### src/rtl/pbfc_pkg.sv
`timescale 1ns / 1ps
package pbfc_pkg;
   localparam int COORD_BITS_DEF = 20;
   localparam int NUM_IMAGES = 27;
   localparam int CENTER_IMAGE = 13;
   localparam int CSR_IDX_BITS = 3;
   localparam int CSR_DATA_BITS = 3 * COORD_BITS_DEF;
   localparam logic [CSR_IDX_BITS-1:0] REG_DOM_LEFT = 3'd0;
   localparam logic [CSR_IDX_BITS-1:0] REG_DOM_RIGHT = 3'd1;
   localparam logic [CSR_IDX_BITS-1:0] REG_RANK = 3'd2;
   localparam logic [CSR_IDX_BITS-1:0] REG_BC_MASK = 3'd3;
   localparam logic [CSR_IDX_BITS-1:0] REG_SHEAR_BND = 3'd4;
   localparam logic [CSR_IDX_BITS-1:0] REG_SHEAR_VEL = 3'd5;
   localparam logic [CSR_IDX_BITS-1:0] REG_SHEAR_OFF = 3'd6;
   localparam logic [1:0] AXIS_NONE = 2'd3;

   // image n: shift of axis d is (n / 3**d) % 3 - 1
   function automatic int image_shift(input int n, input int d);
      int r;
      r = n;
      for (int q = 0; q < d; q++) r = r / 3;
      return (r % 3) - 1;
   endfunction
endpackage

### src/rtl/pbfc_cell.sv
`timescale 1ns / 1ps
// one image test per cell, word handed down the chain each cycle that advance is high
module pbfc_cell import pbfc_pkg::*; #(
   parameter int CB = COORD_BITS_DEF,
   parameter int SX = 0,
   parameter int SY = 0,
   parameter int SZ = 0
) (
   input  logic clock,
   input  logic reset,
   input  logic advance,
   input  logic valid_i,
   input  logic hit_i,
   input  logic [3*CB-1:0] ol_i, or_i, xl_i, xr_i, w_i,
   input  logic [1:0] rank_i,
   input  logic [5:0] chk_i,
   input  logic [5:0] shear_face_i,
   input  logic shear_on_i,
   input  logic [1:0] vel_i,
   input  logic signed [CB+1:0] dw_i [3],
   input  logic [CB-1:0] soff_i,
   output logic valid_o,
   output logic hit_o,
   output logic [3*CB-1:0] ol_o, or_o, xl_o, xr_o, w_o,
   output logic [1:0] rank_o,
   output logic [5:0] chk_o,
   output logic [5:0] shear_face_o,
   output logic shear_on_o,
   output logic [1:0] vel_o,
   output logic signed [CB+1:0] dw_o [3],
   output logic [CB-1:0] soff_o
);
   localparam int WB = CB + 5;
   logic valid_ff, hit_ff;
   logic [3*CB-1:0] ol_ff, or_ff, xl_ff, xr_ff, w_ff;
   logic [1:0] rank_ff, vel_ff;
   logic [5:0] chk_ff, sf_ff;
   logic shon_ff;
   logic signed [CB+1:0] dw_ff [3];
   logic [CB-1:0] soff_ff;
   logic hit_in, allowed, plus_sh, minus_sh, fail;
   logic signed [WB-1:0] off [3];
   logic [1:0] hits;
   int sh [3];

   always_comb begin
      logic signed [WB-1:0] a, c, b, e, lo, hi, wd, df;
      sh[0] = SX; sh[1] = SY; sh[2] = SZ;
      allowed = 1'b1; plus_sh = 1'b0; minus_sh = 1'b0;
      for (int d = 0; d < 3; d++) begin
         if (sh[d] == 1 && !chk_i[2*d]) allowed = 1'b0;
         if (sh[d] == -1 && !chk_i[2*d+1]) allowed = 1'b0;
         if (sh[d] == 1 && shear_face_i[2*d]) plus_sh = 1'b1;
         if (sh[d] == -1 && shear_face_i[2*d+1]) minus_sh = 1'b1;
      end
      if (rank_i < 2'd3 && SZ != 0) allowed = 1'b0;
      if (rank_i < 2'd2 && SY != 0) allowed = 1'b0;
      for (int d = 0; d < 3; d++) begin
         off[d] = (sh[d] == 1) ? WB'(dw_i[d]) : (sh[d] == -1) ? -WB'(dw_i[d]) : '0;
         if (shear_on_i && vel_i == 2'(d)) begin
            if (plus_sh) off[d] = off[d] - WB'({1'b0, soff_i});
            if (minus_sh) off[d] = off[d] + WB'({1'b0, soff_i});
         end
      end
      fail = 1'b0; hits = '0;
      for (int d = 0; d < 3; d++) begin
         a = WB'({1'b0, ol_i[d*CB +: CB]}) + off[d];
         c = WB'({1'b0, or_i[d*CB +: CB]}) + off[d];
         b = WB'({1'b0, xl_i[d*CB +: CB]});
         e = WB'({1'b0, xr_i[d*CB +: CB]});
         wd = WB'({1'b0, w_i[d*CB +: CB]});
         lo = (a > b) ? a : b;
         hi = (c < e) ? c : e;
         df = (lo > hi) ? lo - hi : hi - lo;
         if (2'(d) < rank_i) begin
            if (2*lo - wd >= 2*hi) fail = 1'b1;
            if (2*df < wd) hits = hits + 2'd1;
         end
      end
      hit_in = hit_i | (valid_i & allowed & !fail & (hits == 2'd1));
   end

   always_ff @(posedge clock) begin
      if (reset) valid_ff <= 1'b0;
      else if (advance) valid_ff <= valid_i;
      if (advance) begin
         hit_ff <= hit_in;
         ol_ff <= ol_i; or_ff <= or_i; xl_ff <= xl_i; xr_ff <= xr_i; w_ff <= w_i;
         rank_ff <= rank_i; chk_ff <= chk_i; sf_ff <= shear_face_i;
         shon_ff <= shear_on_i; vel_ff <= vel_i; dw_ff <= dw_i; soff_ff <= soff_i;
      end
   end
   assign valid_o = valid_ff; assign hit_o = hit_ff;
   assign ol_o = ol_ff; assign or_o = or_ff; assign xl_o = xl_ff; assign xr_o = xr_ff;
   assign w_o = w_ff; assign rank_o = rank_ff; assign chk_o = chk_ff;
   assign shear_face_o = sf_ff; assign shear_on_o = shon_ff; assign vel_o = vel_ff;
   assign dw_o = dw_ff; assign soff_o = soff_ff;
endmodule

### config.mk
export PLATFORM = sky130hd
export DESIGN_NAME = pbfc_cell
export DESIGN_NICKNAME = d
export VERILOG_FILES = /design/src/rtl/pbfc_pkg.sv /design/src/rtl/pbfc_cell.sv
export SDC_FILE = /design/constraint.sdc
export NUM_CORES = 1
export LEC_CHECK = 0
export BUFFER_PORTS_ARGS = -buffer_cell sky130_fd_sc_hd__buf_4
export CORE_AREA = 2 2 374 339
export DETAILED_ROUTE_END_ITERATION = 8
export DIE_AREA = 0 0 376 341
export SLEW_MARGIN = 20
export SYNTH_ARGS = -nofsm -noshare
export SYNTH_HDL_FRONTEND = slang
export SYNTH_SLANG_ARGS = --single-unit
### constraint.sdc
create_clock -name clock -period 8.99 [get_ports clock]
set_input_delay 1.798 -clock clock [delete_from_list [all_inputs] [get_ports clock]]
set_output_delay 1.798 -clock clock [all_outputs]
set_load 0.03 [all_outputs]
== Word level (Yosys, flattened, before mapping) ==
Index checks and enable logic that the tools add are counted.
Storage, ports and cells
  output and inout port bits: 405
  flip-flop bits (word level): 405
  logic and storage cells: 71
  input bits: 408
Cells by class
  $add $sub $neg: 11
  equal/unequal tests: 1
  bitwise logic cells: 3
  reduce and logical (&&, ||, !) cells: 1
  multiplexer cells: 21
  order comparisons: 18
Operators by type and width (number)
  $sub A20 B20 Y21: 6
  $gt A20 B20 Y1: 6
  $mux W20: 6
  $lt A26 B21 Y1: 3
  $mux W25: 3
  $ge A22 B22 Y1: 3
  $sub A21 B20 Y22: 3
  $lt A20 B20 Y1: 3
  $mux W1: 8
  $mux W2: 4
  $add A2 B1 Y2 const B: 2
  $lt A1 B2 Y1 const A: 2
  $and A1 B1 Y1: 2
  $eq A2 B1 Y1 const B: 1
  $lt A2 B2 Y1 const A: 1
  $logic_not A1 Y1: 1
  $or A1 B1 Y1: 1

== Logic depth before layout (Yosys ltp) ==
  depth after elaboration: 16
  depth in mapped cells: 41
  mapped depth without buffers: 38

== Least setup slack after synthesis ==
Ideal clock, no wire load.
  kind: in2reg
  start point: in xl_i[38]
  end point: reg hit_ff (netlist: hit_o) (data pin)
  arrival: 8.708 ns
  buffers on the path: 5
  stages on the path: 36
  library setup time: 0.170 ns
  slack: 0.112 ns
  cell sequence: inv_1 > ha_1 > nand4_1 > nor4_1 > a21boi_1 > a2111oi_0 > a22oi_1 > clkbuf_1 > clkbuf_1 > nor2_1 > a21o_1 > ha_1 > buf_2 > nand4_1 > or3_1 > a2111oi_1 > o31ai_1 > a21boi_1 > o21a_1 > buf_4 > buf_4 > mux2_2 > ha_1 > o21a_1 > o21a_1 > o211ai_1 > nand2_1 > o2111ai_1 > a2111oi_0 > o311ai_0 > nand2_1 > o21ai_1 > ha_1 > o311a_1 > or3_1 > nor4_2
On the way
  cells in the longest elaborated chain, start to end: 13
  elaborated cells between the ends (all ways): 23
  those cells by class: 4 x add/sub; 4 x order compare; 1 x eq/ne; 10 x mux; 3 x bitwise; 1 x reduce/logical
RTL lines
  start, declared: RTL line pbfc_cell.sv:14  | input logic [3*CB-1:0] ol_i, or_i, xl_i, xr_i, w_i,
  $gt A20 B20 Y1: RTL line pbfc_cell.sv:72  | lo = (a > b) ? a : b;
  $mux W20 (*): RTL line pbfc_cell.sv:72
  $sub A20 B20 Y21 / $gt A20 B20 Y1 (equally long branches): RTL line pbfc_cell.sv:74  | df = (lo > hi) ? lo - hi : hi - lo;
  $mux W25: RTL line pbfc_cell.sv:74
  $lt A26 B21 Y1: RTL line pbfc_cell.sv:77  | if (2*df < wd) hits = hits + 2'd1;
  $mux W2: RTL line pbfc_cell.sv:77
  $mux W2: RTL line pbfc_cell.sv:75  | if (2'(d) < rank_i) begin
  $add A2 B1 Y2: RTL line pbfc_cell.sv:77
  $mux W2: RTL line pbfc_cell.sv:77
  $mux W2: RTL line pbfc_cell.sv:75
  $eq A2 B1 Y1: RTL line pbfc_cell.sv:80  | hit_in = hit_i | (valid_i & allowed & !fail & (hits == 2'd1));
  $and A1 B1 Y1 (*): RTL line pbfc_cell.sv:80
  $or A1 B1 Y1 (*): RTL line pbfc_cell.sv:80
  via hit_in: RTL line pbfc_cell.sv:41  | logic hit_in, allowed, plus_sh, minus_sh, fail;
  end signal, assigned: RTL line pbfc_cell.sv:87  | hit_ff <= hit_in;
  end, declared: RTL line pbfc_cell.sv:34  | logic valid_ff, hit_ff;
The timed path passes the listed nets; every way through them passes the cells marked *.
A chain may end at the register's enable or synchronous reset.

== Worst setup path in the final report ==
  start point: in xl_i[35]
  end point: reg hit_ff (netlist: hit_o) (data pin)
The elaborated chain is that of the path after synthesis.

==> metrics.yaml <==
outcome:
  run_status: "completed"
logic_synthesis:
  synthAdderAreaFrac_pct: 18.80
  synth-compound-area-share_pct: 15.31
  synth.area.top_cells: "edfxtp_1 43%, ha_1 18%, inv_1 3.7%"
  ys_seq_area_share_pct: 42.82
  netlist-cell-type-count: 86
  synthCells: 2601
  synth_top_area_cell: "edfxtp_1"
  ys_warn_count: 0
  synth_ff_type: "edfxtp_1"
  synth-edff-count: 404
  ys_async_sr_fraction_pct: 0
  synthXorXnorAreaFrac_pct: 3.086
  synth_area_um2: 28380
  avgSynthCellArea_um2: 10.91
  synth.area.mux_share_pct: 6.702
  synth_top_family_by_area: "adder cells"
  syn-num-nets: 3430
  synth_top_cell_area_share_pct: 42.75
  synth_simple_gate_area_share_pct: 8.373
  ys_ff_latch: 405
clock_network:
  numCtsBuffers: 46
  cts_buffer_depth: 3
  cts_sinks: 405
  htree_num_levels: 2
  clock_latency_ns: 0.59
  cts_tree: "yes"
  path_clk_slew_ns: 0.07
  root_buffer: "clkbuf_16"
place:
  dp_slack_ns: -1.178
  hpwl_um: 93540
  gp_congestion: 0.9007
  io_buffer_count: 812
sta:
  slew_headroom_pct: 27.79
  layout_min_cycle_time_ns: 8.593
  skew_ns: 0
  drv_slew: 0
  rsz0062_at_grt: "false"
  finalHoldViolCount: 0
  fmax_ghz: 0.1164
  tns_ns: 0
  setup_violations: 0
  layout_setup_ws_ns: 0.3970
  worstMarginPinSlew_ns: 1.083
  finalCritPeriodShare_pct: 95.58
routing:
  wl_per_cell_um: 19.94
  drt_iter0_markers: 1245
  ant_nets: 0
  vias: 24976
  via_per_inst: 4.525
  drt_pre_antenna_iters: 5
  drt_wl_total_um: 110100
  drc: 0
setup_path:
  cpMaxStageDelayCell: "or4_1"
  start_kind: "input pin"
  crit_required_ns: 9.42
  cpPeakStageDelay_ns: 0.64
  critPathKind: "input pin to register"
  path_common_cell: "buf_4"
  cp.arrival_ns: 9.03
  crit_path_end_kind: "register"
  crit_fanout: 13
power:
  cellLeakagePower_nw: 19.47
  powerDensity_nw_per_um2: 193.4
  peakVddDrop_mv: 0.1573
global_routing:
  antenna_found_initial: 5
  grt_overflow: 0
  grt_first_pass_wirelength_um: 160200
  grt_pass1_vias: 25249
  grt_start_max_net_pins: 144
  grt_usage_pct: 16.49
final_layout:
  syn_to_final_growth_pct: 46.64
  layout.nets: 4689
  multiInputGateArea_um2: 15110
  ff_latch_area_um2: 12150
  drive_gt1_share_pct: 38.24
  n_fill_cell: 12655
floorplanning:
  coreArea_um2: 124300
  ioPinCount: 813
  die_area_um2: 128200
  row_count: 123
  fp.dieW_um: 376
  fp.dieH_um: 341
  start_util_pct: 22.82
worst_hold_path:
  hold_class: "register to register"
job:
  drv_cap: 0
[registers in the layout, indices dropped and copies added (netlist names)]
signal,count
soff_o,20
xl_o,60
or_o,60
dw_o,66
w_o,60
shear_face_o,6
valid_o,1
shear_on_o,1
vel_o,2
chk_o,6
ol_o,60
xr_o,60
hit_o,1
rank_o,2
[cells in the mapped netlist, drive strengths merged, types with 5 or more instances]
cell and count:
ha 412, edfxtp 404, inv 282, a21oi 191, o21ai 131, nand2 123
nor2 111, a21o 94, mux2i 91, mux2 88, xnor2 74, clkbuf 45
o21a 44, nand4 43, nor2b 38, nor3 34, nand3 31, buf 28
a211oi 27, xor2 26, o21bai 24, nand2b 23, o211ai 20, a31oi 17
o31ai 12, a2111oi 11, and2 10, o2111ai 10, or3 10, a21boi 9
and3 9, and4 9, fa 9, nor4 9, a221oi 8, a41oi 7
or2 7, a211o 6, a31o 6, nand3b 6, o41ai 5
[placed cells by master, fill, tap and decap left out, types with 7 or more instances in the layout]
master	instances
clkinv_1	11
mux2i_1	91
o21ai_0	117
and4_1	9
a221oi_1	8
o2111ai_1	8
a21oi_1	187
o21a_1	44
o31ai_1	10
nor3_1	32
nand3_1	31
and2_1	9
o211ai_1	20
buf_12	10
edfxtp_1	404
buf_4	1272
nor2b_1	38
mux2_2	83
or3_1	8
nand2_1	123
or2_2	7
o21ai_1	12
nor2_1	111
a21o_1	94
inv_1	282
a211oi_1	25
nand4_1	42
o21bai_1	24
a31oi_1	16
xnor2_1	74
fa_1	9
clkbuf_16	46
ha_1	412
xor2_1	26
and3_1	9
nand2b_1	23
[per-stage QoR]
| stage | total power, W | hold WS, ns | instances | instance area, um^2 | util [%] |
|---|---|---|---|---|---|
| floorplan | 0.004489 | 0.6299 | 2601 | 28380 | - |
| global placement | 0.006109 | 0.4818 | 5435 | 39920 | 32.10 |
| detailed placement | 0.006129 | 0.4891 | 5435 | 39920 | 32.10 |
| CTS | 0.008075 | 0.5067 | 5517 | 41430 | 33.31 |
| global route | 0.008558 | 0.5469 | 5520 | 41610 | 33.46 |
| finish | 0.008047 | 0.5027 | 5520 | 41610 | 33.46 |
[final cells by class]
cell class              instances  area share, %
clock buffers                  52          2.820
flip-flops and latches        405          29.20
diodes                          1       0.006014
inverters                     282          2.544
repair buffers               1284          23.49
multi-input cells            1841          36.32
well taps                    1625          4.886
clock inverters                30         0.7277
[per-layer routing]
metal  vias to the layer above  routed length, um  GRT usage, %
li1                      12168                  -             -
met1                     12013              49300         21.71
met2                       695              52440         28.06
met3                        98               6330         3.019
met4                         2               1985         3.592
met5                         -                 13             0
[what timing repair did]
item / CTS / global route
gates resized for setup: 7 / 30
pin swaps: 2 / 4
hold buffers: 0 / 0
setup endpoints to repair: 1 / 1
gates cloned: 0 / 0
setup buffers: 0 / 2
hold endpoints to repair: 0 / 0
[where the power goes]
part | switching [W] | internal (W)
Sequential | 0.0000450 | 0.00225
Combinational | 0.00209 | 0.00178
Clock | 0.000844 | 0.00104
[path summary, 6_finish.rpt]
check           start  endpoint  slack (ns)  cells past startpoint
max          xl_i[35]     hit_o        0.40                     33
min           valid_o   valid_o        0.50                      2
max reg2reg   valid_o   valid_o        8.40                      2
min reg2reg   valid_o   valid_o        0.50                      2
[logic make-up after synthesis]
family                     after synthesis
buffers and inverters                  355
xor gates and xnor gates               100
AOI/OAI and AO/OA                      667
and+or+nand+nor                        474
adders and majority gates              421
muxes                                  179
DFF                                    405
[worst max-delay path, delay by kind of cell]
| family | cells | cell delay (ns) |
|---|---|---|
| AND/OR/NAND/NOR | 10 | 2.37 |
| buffers and inverters | 7 | 1.01 |
| XOR/XNOR | 1 | 0.16 |
| adder cells (fa/ha/maj) | 4 | 1.19 |
| AO/OA/AOI/OAI | 11 | 2.47 |
Note: power is estimated with default switching activity, not from simulation.
